[src/design/vsil_pkg.sv]
// shared types and constants for the view-space in-line test pipeline
// no dependencies; imported by every vsil module and the top level

package vsil_pkg;

    // apb address width: five 32-bit registers at byte offsets 0..16
    localparam int unsigned ADDR_W = 5;

    localparam logic [14:0] HALF_WIDTH_RESET = 15'd80;

    typedef enum logic [2:0] {
        REG_VIEWER_X    = 3'd0,
        REG_VIEWER_Z    = 3'd1,
        REG_VIEW_SINE   = 3'd2,
        REG_VIEW_COSINE = 3'd3,
        REG_HALF_WIDTH  = 3'd4
    } t_reg_idx;

    typedef struct packed {
        logic signed [15:0] viewer_x;
        logic signed [15:0] viewer_z;
        logic signed [15:0] view_sine;
        logic signed [15:0] view_cosine;
        logic [14:0]        half_width;
    } t_view_cfg;

    // sideband that travels with each item down the pipe
    typedef struct packed {
        logic valid;
        logic absent;
        logic last;
    } t_tag;

endpackage

[src/design/vsil_regs.sv]
// apb configuration registers for the view-space in-line test
// depends on vsil_pkg

module vsil_regs (
    input  logic                        i_clk,
    input  logic                        i_rst_n,
    input  logic                        psel,
    input  logic                        penable,
    input  logic                        pwrite,
    input  logic [vsil_pkg::ADDR_W-1:0] paddr,
    input  logic [31:0]                 pwdata,
    output logic [31:0]                 prdata,
    output logic                        pready,
    output vsil_pkg::t_view_cfg         o_cfg
);
    import vsil_pkg::*;

    t_view_cfg r_cfg;
    t_reg_idx  idx;

    assign idx    = t_reg_idx'(paddr[ADDR_W-1:2]);
    assign pready = 1'b1;
    assign o_cfg  = r_cfg;

    always_ff @(posedge i_clk) begin
        if (!i_rst_n) begin
            r_cfg.viewer_x    <= '0;
            r_cfg.viewer_z    <= '0;
            r_cfg.view_sine   <= '0;
            r_cfg.view_cosine <= '0;
            r_cfg.half_width  <= HALF_WIDTH_RESET;
        end else if (psel && penable && pwrite) begin
            unique case (idx)
                REG_VIEWER_X:    r_cfg.viewer_x    <= pwdata[15:0];
                REG_VIEWER_Z:    r_cfg.viewer_z    <= pwdata[15:0];
                REG_VIEW_SINE:   r_cfg.view_sine   <= pwdata[15:0];
                REG_VIEW_COSINE: r_cfg.view_cosine <= pwdata[15:0];
                REG_HALF_WIDTH:  r_cfg.half_width  <= pwdata[14:0];
                default: ;
            endcase
        end
    end

    always_comb begin
        unique case (idx)
            REG_VIEWER_X:    prdata = {16'd0, r_cfg.viewer_x};
            REG_VIEWER_Z:    prdata = {16'd0, r_cfg.viewer_z};
            REG_VIEW_SINE:   prdata = {16'd0, r_cfg.view_sine};
            REG_VIEW_COSINE: prdata = {16'd0, r_cfg.view_cosine};
            REG_HALF_WIDTH:  prdata = {17'd0, r_cfg.half_width};
            default:         prdata = 32'd0;
        endcase
    end

endmodule

[config.mk]
export PLATFORM = sky130hd
export DESIGN_NAME = vsil_regs
export DESIGN_NICKNAME = d
export VERILOG_FILES = /design/src/design/vsil_pkg.sv /design/src/design/vsil_regs.sv
export SDC_FILE = /design/constraint.sdc
export NUM_CORES = 1
export LEC_CHECK = 0
export BUFFER_PORTS_ARGS = -buffer_cell sky130_fd_sc_hd__clkbuf_2
export CAP_MARGIN = 0
export CELL_PAD_IN_SITES_DETAIL_PLACEMENT = 0
export CELL_PAD_IN_SITES_GLOBAL_PLACEMENT = 1
export CORE_ASPECT_RATIO = 1.25
export CORE_MARGIN = 5
export CORE_UTILIZATION = 35
export DETAILED_ROUTE_END_ITERATION = 8
export PLACE_DENSITY = 0.86
export SYNTH_ARGS = -nofsm -noshare
export SYNTH_HDL_FRONTEND = slang
export SYNTH_SLANG_ARGS = --single-unit
[constraint.sdc]
create_clock -name i_clk -period 1.9 [get_ports i_clk]
set_clock_uncertainty 0.2 [all_clocks]
set_input_delay 0.19 -clock i_clk [delete_from_list [all_inputs] [get_ports i_clk]]
set_output_delay 0.19 -clock i_clk [all_outputs]
set_load 0.01 [all_outputs]
==> results.txt, run 1 <==
Tot Pwr - 3530 µW
Die W - 102 µm
Leakage - 0.00196 µW
Register Area - 0.00158 mm²
Setup CP Type - reg -> out
Clock Tree Root - clkbuf_16
Type of element launching the critical path - flop
Post-DP HPWL - 7850 µm
RR Endpoint - o_cfg[36]
Final setup violation count - 0
Util after Layout - 45.6%
Vias per inst - 5.02
Max clock buf depth - 2
Area contributors post-synth - dfxtp_1, mux2i_1, nand2_1
Max Freq - 564 MHz
Post-CTS Repair Setup Buffers - 0
Ports - 154
PD cells - 737 mW/mm²
Synthesis Warnings - 0
DR iter-0 viols - 123
Htree depth - 3
# hold bufs at CTS - 5
Antenna-violating nets left - 0
Unique masters post-synth - 24
Routed WL per cell - 16.9 µm
Final wirelength - 10800 µm
Max_cap viols - 0
Post-synth top area share - 42.5%
Post-Syn Area per Cell - 9.83 µm²
Num CTS Buffers - 9
TritonCTS clock tree - yes
Routability Congestion - 0.791
CP cell instances - mux4_2 > nor2b_1 > clkbuf_2
Nets - 546
Share of cells above drive strength 1 - 35.2%
Ant. Diodes - 0
Port Buffers - 118
CP Capture Type - output pin
Largest net degree at the start of global routing - 98
Skew-Pair Late Insertion Delay - 0.33 ns
GR Util All Layers - 16.8%
# clock sinks - 79
Hold Path Class - in -> reg
Post-CTS Resized - 0
Yosys top cell by area - dfxtp_1
Initial Util - 35.4%
Multi-input logic area - 0.00189 mm²
Hold Path Depth - 3
CP max-delay cell - mux4_2
Floorplan core area - 0.0105 mm²
Worst VDD drop - 0.399 mV
Synth Register Bits - 79
Seq/Total Area, Yosys - 42.5%
Rows - 42
Worst hold path endpoint - o_cfg[40]
Vias - 3216
TritonRoute pass-1 iters - 6
R2R Setup Slk - 1.04 ns
Max reg flops - 79
Commonest non-fill, non-tap cell in the layout - clkbuf_2
Clk pin slew, worst setup/hold paths - 0.06 ns
Unrepaired setup endpoints after global routing - no
Max FO, Critical Path - 3
Worst Setup Slack, final - 0.127 ns
Hold Fails Final Rpt - 0
Die Ht - 125 µm
Initial antenna violation count - 0
Crit path DAT - 1.38 ns
Gate Count Post-Synth - 378
Setup WS pre-CTS - 0.183 ns
Area growth, synth to finish - 28.9%
Tmin final - 1.77 ns
Worst flop-to-flop path startpoint - o_cfg[36]
Worst hold slack - 0.00855 ns
CP peak stage delay - 0.47 ns
Setup_tns - 0 ns
DRC errors left - 0
Commonest non-fill, non-tap cells in the layout - clkbuf_2, nand2_1, mux2i_1
Post-Syn Area - 0.00372 mm²
Count of final max-slew check failures - 0
Worst EP required - 1.51 ns
Die area - 0.0128 mm²
Remaining global-route overflow - 0
Layout fillers - 1020
Vias in the first global route - 3206
Worst min-delay path startpoint - pwdata[9]
R2R cell count - 2
Global-route wire length before repair - 16800 µm
Status - complete, no violations
Crit share post-route - 93.3%
## metal layers
| metal | routed length [µm] | global-route usage, % |
|---|---|---|
| met1 | 4740 | 21.9 |
| met2 | 5170 | 26.8 |
| met3 | 793 | 4.46 |
| met4 | 137 | 5.87 |
| met5 | 0 | 0 |
## layout make-up
cell class	instances	area share, %
clock buffers	13	5.22
clock inverters	3	0.392
multi-input cells	267	39.5
flip-flops and latches	79	33.0
well taps	132	3.45
repair buffers	147	18.4
## worst max path at each step
stage                 endpoint      start  depth (start not counted)
floorplan            prdata[4]   paddr[2]                          5
global placement     prdata[9]   paddr[2]                          6
detailed placement   prdata[4]   paddr[2]                          7
CTS                 prdata[15]  o_cfg[30]                          3
global route         prdata[9]  o_cfg[24]                          4
finish              prdata[15]  o_cfg[30]                          3
## cells by family (layout without fill, tap and decap cells)
family / count (synthesis) / after routing / synth area share (%)
AND/OR/NAND/NOR: 109 / 109 / 13.5
multiplexers: 96 / 96 / 26.7
flip-flops: 79 / 79 / 42.5
buffers and inverters: 47 / 163 / 8.52
AO/OA/AOI/OAI: 45 / 45 / 8.58
other: 2 / 17 / 0.202
## worst max-delay path, delay by kind of cell (launching register included)
kind	cells	cell delay [ns]
buf+inv	1	0.12
flops	1	0.33
mux	1	0.47
simple gates	1	0.14
## cell usage after synthesis
library cell / count
a22oi_1: 28
buf_1: 1
buf_2: 7
buf_4: 20
buf_6: 6
buf_8: 1
clkbuf_1: 12
conb_1: 2
dfxtp_1: 79
mux2_2: 14
mux2i_1: 81
mux4_2: 1
nand2_1: 94
nand4_1: 1
nand4b_4: 1
nor2_2: 1
nor2_4: 1
nor2b_1: 7
nor3_4: 2
nor3b_2: 2
o21a_1: 1
o21ai_0: 1
o22ai_1: 14
o2bb2ai_1: 1
## power by group
group | internal [µW] | switching (µW) | total, µW
registers | 1670 | 10.1 | 1680
logic | 103 | 180 | 283
clock network | 920 | 648 | 1570
total | 2690 | 838 | 3530
## stage by stage
stage                     cells  cell area [µm²]
final                       641             4790
after floorplan             393             3770
after global placement      620             4470
after detailed placement    620             4470
after CTS                   641             4790
after global routing        641             4790
(Power assumes the default switching activity.)
==> run 2, diff against run 1 <==
- BUFFER_PORTS_ARGS: -buffer_cell sky130_fd_sc_hd__clkbuf_2 -> unset
- CORE_UTILIZATION: 35 -> 46
- DONT_BUFFER_PORTS: unset -> 1
- PLACE_DENSITY: 0.86 -> 0.85
==> run 2 against run 1 <==
The run now ends with hold timing left. Sequential share of layout area is 1.0 points higher. Critical endpoint is now prdata[2]. Combinational power is 28% lower. Critical path type unchanged. Non-clock buffer count is 65 lower. Highest routed layer unchanged. Setup slack worse by 0.026 ns. Critical path depth is 1 higher.
==> results.txt, run 2 (same netlist as run 1, synthesis figures left out) <==
Area growth, synth to finish - 25.2%
Status - finished, violations left
Hold Path Class - in -> reg
Floorplan core area - 0.00784 mm²
Combinational Power Share - 6.0%
Commonest non-fill, non-tap cell in the layout - nand2_1
NetSw - 755 µW
Initial Util - 47.4%
Vias - 3067
Worst hold slack - -0.0187 ns
Count of final max-slew check failures - 0
Worst flop-to-flop path startpoint - o_cfg[21]
DRC errors left - 0
# clock sinks - 79
TritonRoute pass-1 iters - 4
Setup CP Type - reg -> out
Final wirelength - 11100 µm
Max reg flops - 79
Share of cells above drive strength 1 - 13.3%
Setup_tns - 0 ns
Net Sw Frac - 22.1%
Tmin final - 1.80 ns
Hold Path Depth - 3
Max_cap viols - 0
Crit path DAT - 1.41 ns
Skew-Pair Late Insertion Delay - 0.36 ns
CP cell instances - mux2_2 > a22oi_1 > o22ai_1 > buf_4
PD cells - 733 mW/mm²
Global-route wire length before repair - 17600 µm
DR iter-0 viols - 151
Crit share post-route - 94.7%
Routed WL per cell - 20.5 µm
Num CTS Buffers - 9
Die W - 90.4 µm
Ports - 154
Port Buffers - 0
Largest net degree at the start of global routing - 71
Leakage - 0.00161 µW
Hold Fails Final Rpt - 5
Remaining global-route overflow - 0
CP peak stage delay - 0.36 ns
Max Freq - 556 MHz
Setup WS pre-CTS - 0.278 ns
Routability Congestion - 0.712
Layout fillers - 676
CP Capture Type - output pin
Worst hold path endpoint - o_cfg[38]
Worst min-delay path startpoint - paddr[2]
Clk network pwr share - 44.6%
TritonCTS clock tree - yes
Failing checks - hold timing
RR Endpoint - o_cfg[21]
Ant. Diodes - 0
Initial antenna violation count - 0
Clk pin slew, worst setup/hold paths - 0.08 ns
Nets - 481
Unrepaired setup endpoints after global routing - no
Part of the power in registers - 49.4%
Vias per inst - 5.69
Commonest non-fill, non-tap cells in the layout - nand2_1, mux2i_1, dfxtp_1
Final setup violation count - 0
Max FO, Critical Path - 3
Type of element launching the critical path - flop
Post-DP HPWL - 6650 µm
Vias in the first global route - 3148
Die Ht - 111 µm
R2R cell count - 3
CP max-delay cell - dfxtp_1
Worst EP required - 1.51 ns
Max clock buf depth - 2
R2R Setup Slk - 0.37 ns
Setup crit start - o_cfg[17]
Die area - 0.00999 mm²
Int Power - 2660 µW
Htree depth - 3
Clock Tree Root - clkbuf_8
Rows - 36
Worst VDD drop - 0.783 mV
GR Util All Layers - 22.1%
Worst Setup Slack, final - 0.100 ns
Antenna-violating nets left - 0
==> run 2: changes by cell type in the layout (fill, tap and decap cells not counted), moves of 9 or more <==
cell,previous run,this run
clkbuf_8,1,10
dlygate4sd3_1,5,62
clkbuf_16,9,0
clkbuf_2,117,0
==> run 2: layer usage <==
| metal | track usage [%] | up-vias | wire [µm] |
|---|---|---|---|
| li1 | - | 1410 | - |
| met5 | 0 | - | 0 |
| met1 | 25.5 | 1513 | 4520 |
| met3 | 7.62 | 14 | 811 |
| met2 | 37.4 | 130 | 5580 |
| met4 | 8.44 | 0 | 163 |
==> run 2: layout make-up <==
| type | count | area [µm²] | share of cell area (%) |
|---|---|---|---|
| Clock inverter | 6 | 108 | 2.31 |
| Multi-Input combinational cell | 267 | 1890 | 40.6 |
| Sequential cell | 79 | 1580 | 34.0 |
| Clock buffer | 10 | 138 | 2.96 |
| Tap cell | 95 | 119 | 2.55 |
| Timing Repair Buffer | 82 | 820 | 17.6 |
==> run 2: how the worst max path moves through the flow <==
stage	slack, ns	depth (start not counted)	end
CTS	0.02	6	o_cfg[7]
detailed placement	0.28	4	o_cfg[32]
global route	0.0009	4	prdata[3]
global placement	0.30	4	o_cfg[40]
finish	0.10	4	prdata[2]
floorplan	0.34	5	prdata[4]
==> run 2: timing repair <==
item                                   in CTS  in global routing
endpoints found under the hold margin      79                 11
buffers inserted                            0                  2
gates resized for setup                     0                  2
setup endpoints to repair                   0                  4
hold buffers                               63                  1
==> run 2: power groups by stage <==
stage / registers, µW / logic (µW) / clock network, µW
after floorplan: 1720 / 185 / 0
after global placement: 1720 / 136 / 0
after global routing: 1690 / 222 / 1650
after detailed placement: 1720 / 139 / 0
after CTS: 1680 / 201 / 1550
final: 1680 / 205 / 1520
==> run 2: critical path, delay by kind of cell, from the launching register on <==
kind | cells | cell delay (ns)
buf+inv | 1 | 0.16
flops | 1 | 0.36
mux | 1 | 0.28
compound gates | 2 | 0.26
==> run 2: through the flow <==
stage	instance area, µm²	utilization, %	cells	total power, µW
2_1_floorplan	3770	-	393	1900
3_3_place_gp	3740	47.7	458	1860
3_5_place_dp	3740	47.7	458	1860
4_1_cts	4630	59.1	537	3440
5_1_grt	4650	59.4	539	3560
6_report	4650	59.4	539	3410
